`config.mk`:
```
export PLATFORM = sky130hd
export DESIGN_NAME = rau_ctrl
export DESIGN_NICKNAME = d
export VERILOG_FILES = /design/src/hdl/rau_pkg.sv /design/src/hdl/rau_ctrl.sv
export SDC_FILE = /design/constraint.sdc
export NUM_CORES = 1
export LEC_CHECK = 0
export BUFFER_PORTS_ARGS = -buffer_cell sky130_fd_sc_hd__buf_2
export CAP_MARGIN = 40
export CORE_AREA = 2 2 39 41
export DETAILED_ROUTE_END_ITERATION = 10
export DIE_AREA = 0 0 41 43
export GPL_TIMING_DRIVEN = 0
export PLACE_DENSITY = 0.67
export SLEW_MARGIN = 20
export SYNTH_ARGS = -nofsm -noshare
export SYNTH_HDL_FRONTEND = slang
export SYNTH_SLANG_ARGS = --single-unit
```
`constraint.sdc`:
```
create_clock -name clk -period 3.3 [get_ports clk]
set_clock_uncertainty 0.15 [all_clocks]
set_input_delay 0 -clock clk [delete_from_list [all_inputs] [get_ports clk]]
set_output_delay 0 -clock clk [all_outputs]
set_load 0.1 [all_outputs]
```
`src/hdl/rau_pkg.sv`:
```
// Package for the rational arithmetic unit: opcodes, default width and commands.
// Used by rau_ctrl, rau_dp and rational_arithmetic_unit_top; depends on nothing.
`timescale 1ns / 1ps
package rau_pkg;

  localparam int DefaultWidth = 32;
  localparam int FieldWidth   = 32;

  typedef enum logic [2:0] {
    OP_ADD = 3'd0,
    OP_SUB = 3'd1,
    OP_MUL = 3'd2,
    OP_DIV = 3'd3,
    OP_EQ  = 3'd4,
    OP_LT  = 3'd5,
    OP_NEG = 3'd6,
    OP_NOP = 3'd7
  } opcode_t;

  // Commands from the controller to the datapath.
  typedef enum logic [3:0] {
    CMD_IDLE    = 4'd0,
    CMD_LOAD    = 4'd1,  // capture operands
    CMD_MUL1    = 4'd2,  // first round of products
    CMD_MUL2    = 4'd3,  // second round of products / form raw fraction
    CMD_GCD_SET = 4'd4,  // load the GCD unit with the current fraction
    CMD_GCD     = 4'd5,  // one GCD step (one quotient bit)
    CMD_DIV_SET = 4'd6,  // load the division unit
    CMD_DIV     = 4'd7,  // one division step
    CMD_FIX     = 4'd8,  // apply signs and store reduced fraction
    CMD_DONE    = 4'd9   // present the result
  } cmd_t;

  typedef struct packed {
    logic gcd_done;
    logic div_done;
    logic zero_gcd;
    logic need_reduce;   // arithmetic path needs a GCD reduction
    logic second_pass;   // equal opcode has a second operand to reduce
  } status_t;

endpackage

```
`src/hdl/rau_ctrl.sv`:
```
// Controller for the rational arithmetic unit: sequences the datapath.
// Depends on rau_pkg.
`timescale 1ns / 1ps
module rau_ctrl (
  input  logic             clk,
  input  logic             rst,
  input  logic             start,
  input  rau_pkg::status_t status,
  output rau_pkg::cmd_t    cmd,
  output logic             busy
);

  typedef enum logic [8:0] {
    S_IDLE    = 9'b000000001,
    S_MUL1    = 9'b000000010,
    S_MUL2    = 9'b000000100,
    S_GCD_SET = 9'b000001000,
    S_GCD     = 9'b000010000,
    S_DIV_SET = 9'b000100000,
    S_DIV     = 9'b001000000,
    S_FIX     = 9'b010000000,
    S_DONE    = 9'b100000000
  } state_t;

  state_t state, state_next;

  // Next state.
  always_comb begin
    state_next = state;
    case (state)
      S_IDLE:    if (start) state_next = S_MUL1;
      S_MUL1:    state_next = S_MUL2;
      S_MUL2:    state_next = status.need_reduce ? S_GCD_SET : S_DONE;
      S_GCD_SET: state_next = S_GCD;
      S_GCD: begin
        if (status.gcd_done) state_next = status.zero_gcd ? S_FIX : S_DIV_SET;
      end
      S_DIV_SET: state_next = S_DIV;
      S_DIV:     if (status.div_done) state_next = S_FIX;
      S_FIX:     state_next = status.second_pass ? S_GCD_SET : S_DONE;
      S_DONE:    state_next = S_IDLE;
      default:   state_next = S_IDLE;
    endcase
  end

  always_ff @(posedge clk) begin
    if (rst) state <= S_IDLE;
    else     state <= state_next;
  end

  // Command decode.
  always_comb begin
    case (state)
      S_IDLE:    cmd = start ? rau_pkg::CMD_LOAD : rau_pkg::CMD_IDLE;
      S_MUL1:    cmd = rau_pkg::CMD_MUL1;
      S_MUL2:    cmd = rau_pkg::CMD_MUL2;
      S_GCD_SET: cmd = rau_pkg::CMD_GCD_SET;
      S_GCD:     cmd = rau_pkg::CMD_GCD;
      S_DIV_SET: cmd = rau_pkg::CMD_DIV_SET;
      S_DIV:     cmd = rau_pkg::CMD_DIV;
      S_FIX:     cmd = rau_pkg::CMD_FIX;
      S_DONE:    cmd = rau_pkg::CMD_DONE;
      default:   cmd = rau_pkg::CMD_IDLE;
    endcase
  end

  assign busy = (state != S_IDLE);

endmodule

```
==> results of run 1 <==
-- placed cells by master, fill, tap and decap left out, types with 4 or more instances in the layout --
master / count
buf_2: 12
nor2_1: 10
dlygate4sd3_1: 9
dfxtp_1: 9
inv_1: 5
nand2_1: 4
-- how the worst max path moves through the flow --
| stage | slack [ns] | cells after the start | endpoint |
|---|---|---|---|
| after floorplan | -0.31 | 5 | cmd[0] |
| after global placement | 1.28 | 5 | cmd[0] |
| after detailed placement | 1.26 | 5 | cmd[0] |
| after CTS | 0.97 | 5 | cmd[0] |
| after global routing | 0.89 | 5 | cmd[0] |
| final | 0.97 | 5 | cmd[0] |
-- worst min-delay path: stages --
cell and delay [ns]:
buf_2 0.09, nor3b_1 0.05, a41oi_1 0.23, o21ai_0 0.11
-- Yosys cell counts (2+ instances only) --
library cell | instances | area [um2]
a21oi_1 | 3 | 15.01
clkbuf_1 | 2 | 7.510
dfxtp_1 | 9 | 180.2
inv_1 | 5 | 18.77
nand2_1 | 4 | 15.01
nand3b_1 | 2 | 15.01
nand4b_1 | 3 | 26.28
nor2_1 | 10 | 37.54
nor3_1 | 2 | 10.01
nor3b_1 | 2 | 15.01
nor4_1 | 3 | 18.77
o21ai_0 | 4 | 20.02
o22a_1 | 2 | 17.52
xnor2_1 | 2 | 17.52
xor2_1 | 2 | 17.52
-- kinds of logic after synthesis --
kind of cell              Yosys count
and+or+nand+nor                    36
AOI/OAI and AO/OA                  16
DFF                                 9
buffers and inverters               7
xor gates and xnor gates            4
muxes                               1
-- layer usage --
| metal | vias up | part of all wire, % |
|---|---|---|
| met5 | - | 0 |
| met4 | 0 | 1.2 |
| met3 | 2 | 3.3 |
| met2 | 15 | 49 |
| met1 | 294 | 47 |
| li1 | 327 | - |
-- through the flow --
stage | std cells | hold WS (ns) | cell area (um2) | setup TNS (ns)
final | 114 | 0.1251 | 779.5 | 0
after global routing | 114 | 0.1644 | 779.5 | 0
after CTS | 114 | 0.1145 | 779.5 | 0
after detailed placement | 101 | 0.03884 | 663.1 | 0
after global placement | 101 | 0.03556 | 663.1 | 0
after floorplan | 73 | -0.08093 | 583.1 | -0.3139
-- final cells by class --
type                    count  area, um2  share of cell area [%]
clock buffers               4      26.28                   3.371
multi-input cells          57      376.6                   48.31
well taps                  16      20.02                   2.568
inverters                   5      18.77                   2.408
flip-flops and latches      9      180.2                   23.11
repair buffers             21      150.1                   19.26
plain buffers               2      7.507                  0.9631
-- power by group through the flow --
stage               Clock [uW]  Sequential (uW)  Combinational, uW
floorplan                    0              128                113
global placement             0              131                135
detailed placement           0              132                135
CTS                       89.2              129                140
global route              97.5              129                149
finish                    86.2              129                141
-- what timing repair did --
action                     4_1_cts  5_1_grt
hold buffers                     9        0
hold endpoints to repair         9        0
setup endpoints to repair        0        0
==> results_dict.tcl, run 1 <==
set metrics [dict create \
    status "complete, no violations" \
    worst_path_max_delay_cell "buf_2" \
    synthCells 73 \
    synth_xor_xnor_area_share_pct 6.009 \
    arrival_ns 2.18 \
    synthMuxAreaShare_pct 1.717 \
    power.density_mw_per_mm2 457.2 \
    intPower_uw 201.4 \
    yosys.cell_types.count 33 \
    worstSkewPairLatency_ns 0.26 \
    synthArstFlopShare_pct 0 \
    yosys_most_used_dff "dfxtp_1" \
    synth.yosys.seq_area_share_pct 30.90 \
    hold_start "start" \
    num-fill-cells 147 \
    wirelength_um 1415 \
    vias 638 \
    core_area_mm2 0.001384 \
    cts_tree "built" \
    post_drt_wl_per_cell_um 12.41 \
    synth_compound_area_share_pct 18.88 \
    drc 0 \
    p_leak_uw 0.0003068 \
    period_share_pct 70.47 \
    path_cells "nor4_4, nand2_2, or4_1, o211ai_1, buf_2" \
    yosysWarnings 0 \
    overflow 0 \
    cp_top_family "simple AND/OR/NAND/NOR gates" \
    cts_repair_resize_count 0 \
    ios 13 \
    critPathLaunch "state[1]" \
    largest_register_ffs 9 \
    peakVddDrop_v 0.0002536 \
    finish.utilization_pct 56.33 \
    syn_avg_cell_area_um2 7.987 \
    ys_ff_latch 9 \
    gr-usage-met3_pct 4.712 \
    cp-start-kind "register" \
    place.gp.congestion 0.8286 \
    reg_top3 "state x9" \
    synth_simple_gate_area_share_pct 37.98 \
    hold_end "state[0]" \
    clockRootBuffer "clkbuf_4" \
    maxCapViolations 0 \
    drt_iter0_markers 25 \
    worst_r2r_startpoint "state[1]" \
    share_seq_of_total_power_pct 36.3 \
    worstMarginPinSlew_ns 0.4631 \
    preCtsSetupSlack_ns 1.259 \
    drtPass1Iterations 4 \
    timing_worst_setup_path_type "reg2out" \
    setup_viol 0 \
    r2r_setup_slack_ns 1.10 \
    use_met2_pct 28.75 \
    synth_fp_nets 81 \
    cp-end-kind "primary output" \
    min_delay_path_depth 4 \
    drv_slew 0 \
    start_util_pct 42.13 \
    crit_fanout 7 \
    synth.cell_area_um2 583.1 \
    grt_pass1_wl_um 2394 \
    row_count 14 \
    path_clk_slew_ns 0.06 \
    swShare_pct 43.49 \
    synth_enable_flop_cells 0 \
    antenna_cells 0 \
    cts_sinks 9 \
    synthAdderAreaFrac_pct 0 \
    dieHeight_um 43 \
    top_register "state" \
    hold_violations 0 \
    setup_slack_ns 0.9744 \
    die_width_um 41 \
    required_ns 3.15 \
    viasPerCell 5.596 \
    min_period_ns 2.326 \
    postRouteAntennaNets 0 \
    cts_buffer_depth 2 \
    rsz0062_at_grt "no" \
    grt_max_degree 11 \
    num-nets-final 107 \
    combPwrFrac_pct 39.5 \
    htree_num_levels 1 \
    top_usage_layer "met2" \
    path_buf_inv 1 \
    cts_inserted_buffers 3 \
    timing.rr.end "state[4]" \
    place_hpwl_um 1056 \
    global_route.usage.total_pct 19.62 \
    areaGrowthSynthToFinish_pct 33.69 \
    clkPwrFrac_pct 24.2 \
    max_stage_delay_ns 0.45 \
    synth_top_family_by_area "simple AND/OR/NAND/NOR gates" \
    antenna_found_initial 0 \
    post_cts.repair.setup_buffers 0 \
    drive_gt1_share_pct 18.37 \
    timing.fmax_ghz 0.4300 \
    hp-class "in2reg" \
    die_area_mm2 0.001763 \
    grt_pass1_vias 575 \
    switchingPower_uw 155.0 \
    slew-limit-headroom_pct 68.87 \
    finalPower_uw 356.4 \
    worstRegToRegCells 5 \
    met1_usage_pct 27.51 \
    portBuffers 12 \
]
Note: power is estimated with default switching activity, not from simulation.
==> inputs of run 2 (changes only) <==
- clock period: 3.3 -> 2.4 ns (I/O delays scaled with it)
==> run 2 against run 1 <==
Via count rose by 0.16%. Setup slack worse by 0.86 ns. Total power is 40% higher. Hold slack worse by 0.0085 ns. Sequential cell count is the same. Global-route usage up 2.6 points. Critical path type unchanged. Critical endpoint unchanged. Largest cell class unchanged.
==> results_dict.tcl, run 2 (synthesis results as in run 1) <==
set metrics [dict create \
    cp-start-kind "register" \
    vias 639 \
    finalPower_uw 499.8 \
    global_route.usage.total_pct 22.18 \
    drv_slew 0 \
    power.density_mw_per_mm2 618.4 \
    regArea_um2 181.4 \
    start_util_pct 42.13 \
    p_leak_uw 0.0003205 \
    cts_sinks 9 \
    timing.rr.end "state[4]" \
    place.gp.congestion 0.7873 \
    hp-class "in2reg" \
    row_count 14 \
    place_hpwl_um 1148 \
    worst_r2r_startpoint "state[1]" \
    antenna_found_initial 0 \
    worstSkewPairLatency_ns 0.27 \
    portBuffers 12 \
    die_area_mm2 0.001763 \
    cts_tree "built" \
    worstMarginPinSlew_ns 0.4848 \
    largest_register_ffs 9 \
    core_area_mm2 0.001384 \
    drtPass1Iterations 4 \
    cts_inserted_buffers 3 \
    hold_end "state[0]" \
    worst_hold_slack_ns 0.1166 \
    cp-end-kind "primary output" \
    viasPerCell 5.605 \
    final_cell_mix "buf_2, nor2_1, dlygate4sd3_1" \
    overflow 0 \
    die_width_um 41 \
    multi_input_area_um2 391.6 \
    cts_buffer_depth 2 \
    postRouteAntennaNets 0 \
    grt_max_degree 11 \
    top_register "state" \
    finalSetupTns_ns 0 \
    path_clk_slew_ns 0.06 \
    r2r_setup_slack_ns 0.14 \
    layout_commonest_cell "buf_2" \
    reg_top3 "state x9" \
    wirelength_um 1536 \
    required_ns 2.25 \
    grt_pass1_wl_um 2518 \
    hold_violations 0 \
    peakVddDrop_v 0.0003725 \
    rsz0062_at_grt "no" \
    num-nets-final 107 \
    min_delay_path_depth 4 \
    status "complete, no violations" \
    grt_pass1_vias 594 \
    htree_num_levels 1 \
    period_share_pct 95.04 \
    post_drt_wl_per_cell_um 13.47 \
    crit_fanout 7 \
    hold_start "start" \
    arrival_ns 2.13 \
    ios 13 \
    timing_worst_setup_path_type "reg2out" \
    areaGrowthSynthToFinish_pct 38.63 \
    drive_gt1_share_pct 22.45 \
    maxCapViolations 0 \
    drt_iter0_markers 11 \
    clockRootBuffer "clkbuf_4" \
    min_period_ns 2.281 \
    num-fill-cells 142 \
    worstRegToRegCells 5 \
    antenna_cells 0 \
    drc 0 \
    dieHeight_um 43 \
    timing.fmax_ghz 0.4384 \
    slew-limit-headroom_pct 67.90 \
    setup_viol 0 \
    finish.utilization_pct 58.41 \
]
run 2: cell types whose count changed in the layout (fill, tap and decap cells not counted), sizes merged:
cell,before,now
buf,12,11
clkbuf,6,7
run 2: power breakdown:
group | internal, uW | switching, uW
sequential | 158 | 18.6
clock | 64.4 | 58.0
combinational | 56.4 | 144
run 2: worst max path at each step:
stage	from	endpoint	depth (start not counted)
2_1_floorplan	state[5]	cmd[0]	5
3_3_place_gp	state[0]	cmd[0]	5
3_5_place_dp	state[1]	cmd[0]	5
4_1_cts	state[1]	cmd[0]	5
5_1_grt	state[1]	cmd[0]	5
6_report	state[1]	cmd[0]	5
run 2: area by class of cell:
type / count / area share, %
buffer: 2 / 2.167
sequential: 9 / 22.45
inverter: 5 / 2.322
clock buffer: 4 / 3.251
multi-input combinational: 57 / 48.45
tap: 16 / 2.477
timing repair buffer: 21 / 18.89
run 2: worst max-delay path, stage by stage, from the launching register on:
cell	delay, ns
dfxtp_1	0.39
nor4_4	0.40
nand2_2	0.17
or4_1	0.44
o211ai_1	0.10
clkbuf_4	0.35
run 2: what timing repair did:
action | in CTS | in global routing
resized for setup | 0 | 1
buffers inserted | 0 | 0
hold buffers | 9 | 0
hold endpoints to repair | 9 | 0
setup endpoints to repair | 0 | 1
run 2: stage by stage:
stage               area (um2)  std cells  setup WS (ns)
finish                   808.3        114         0.1190
global route             808.3        114      0.0007889
CTS                      805.8        114        0.02057
detailed placement       689.4        101         0.3210
global placement         689.4        101         0.3589
floorplan                609.3         73         -1.132
run 2: metal layers:
| metal | GRT usage, % | up-vias | wire [um] |
|---|---|---|---|
| met4 | 12.00 | 0 | 33 |
| met2 | 35.63 | 13 | 785 |
| met1 | 23.78 | 296 | 661 |
| met3 | 7.853 | 5 | 55 |
| met5 | 0 | - | 0 |
| li1 | - | 325 | - |
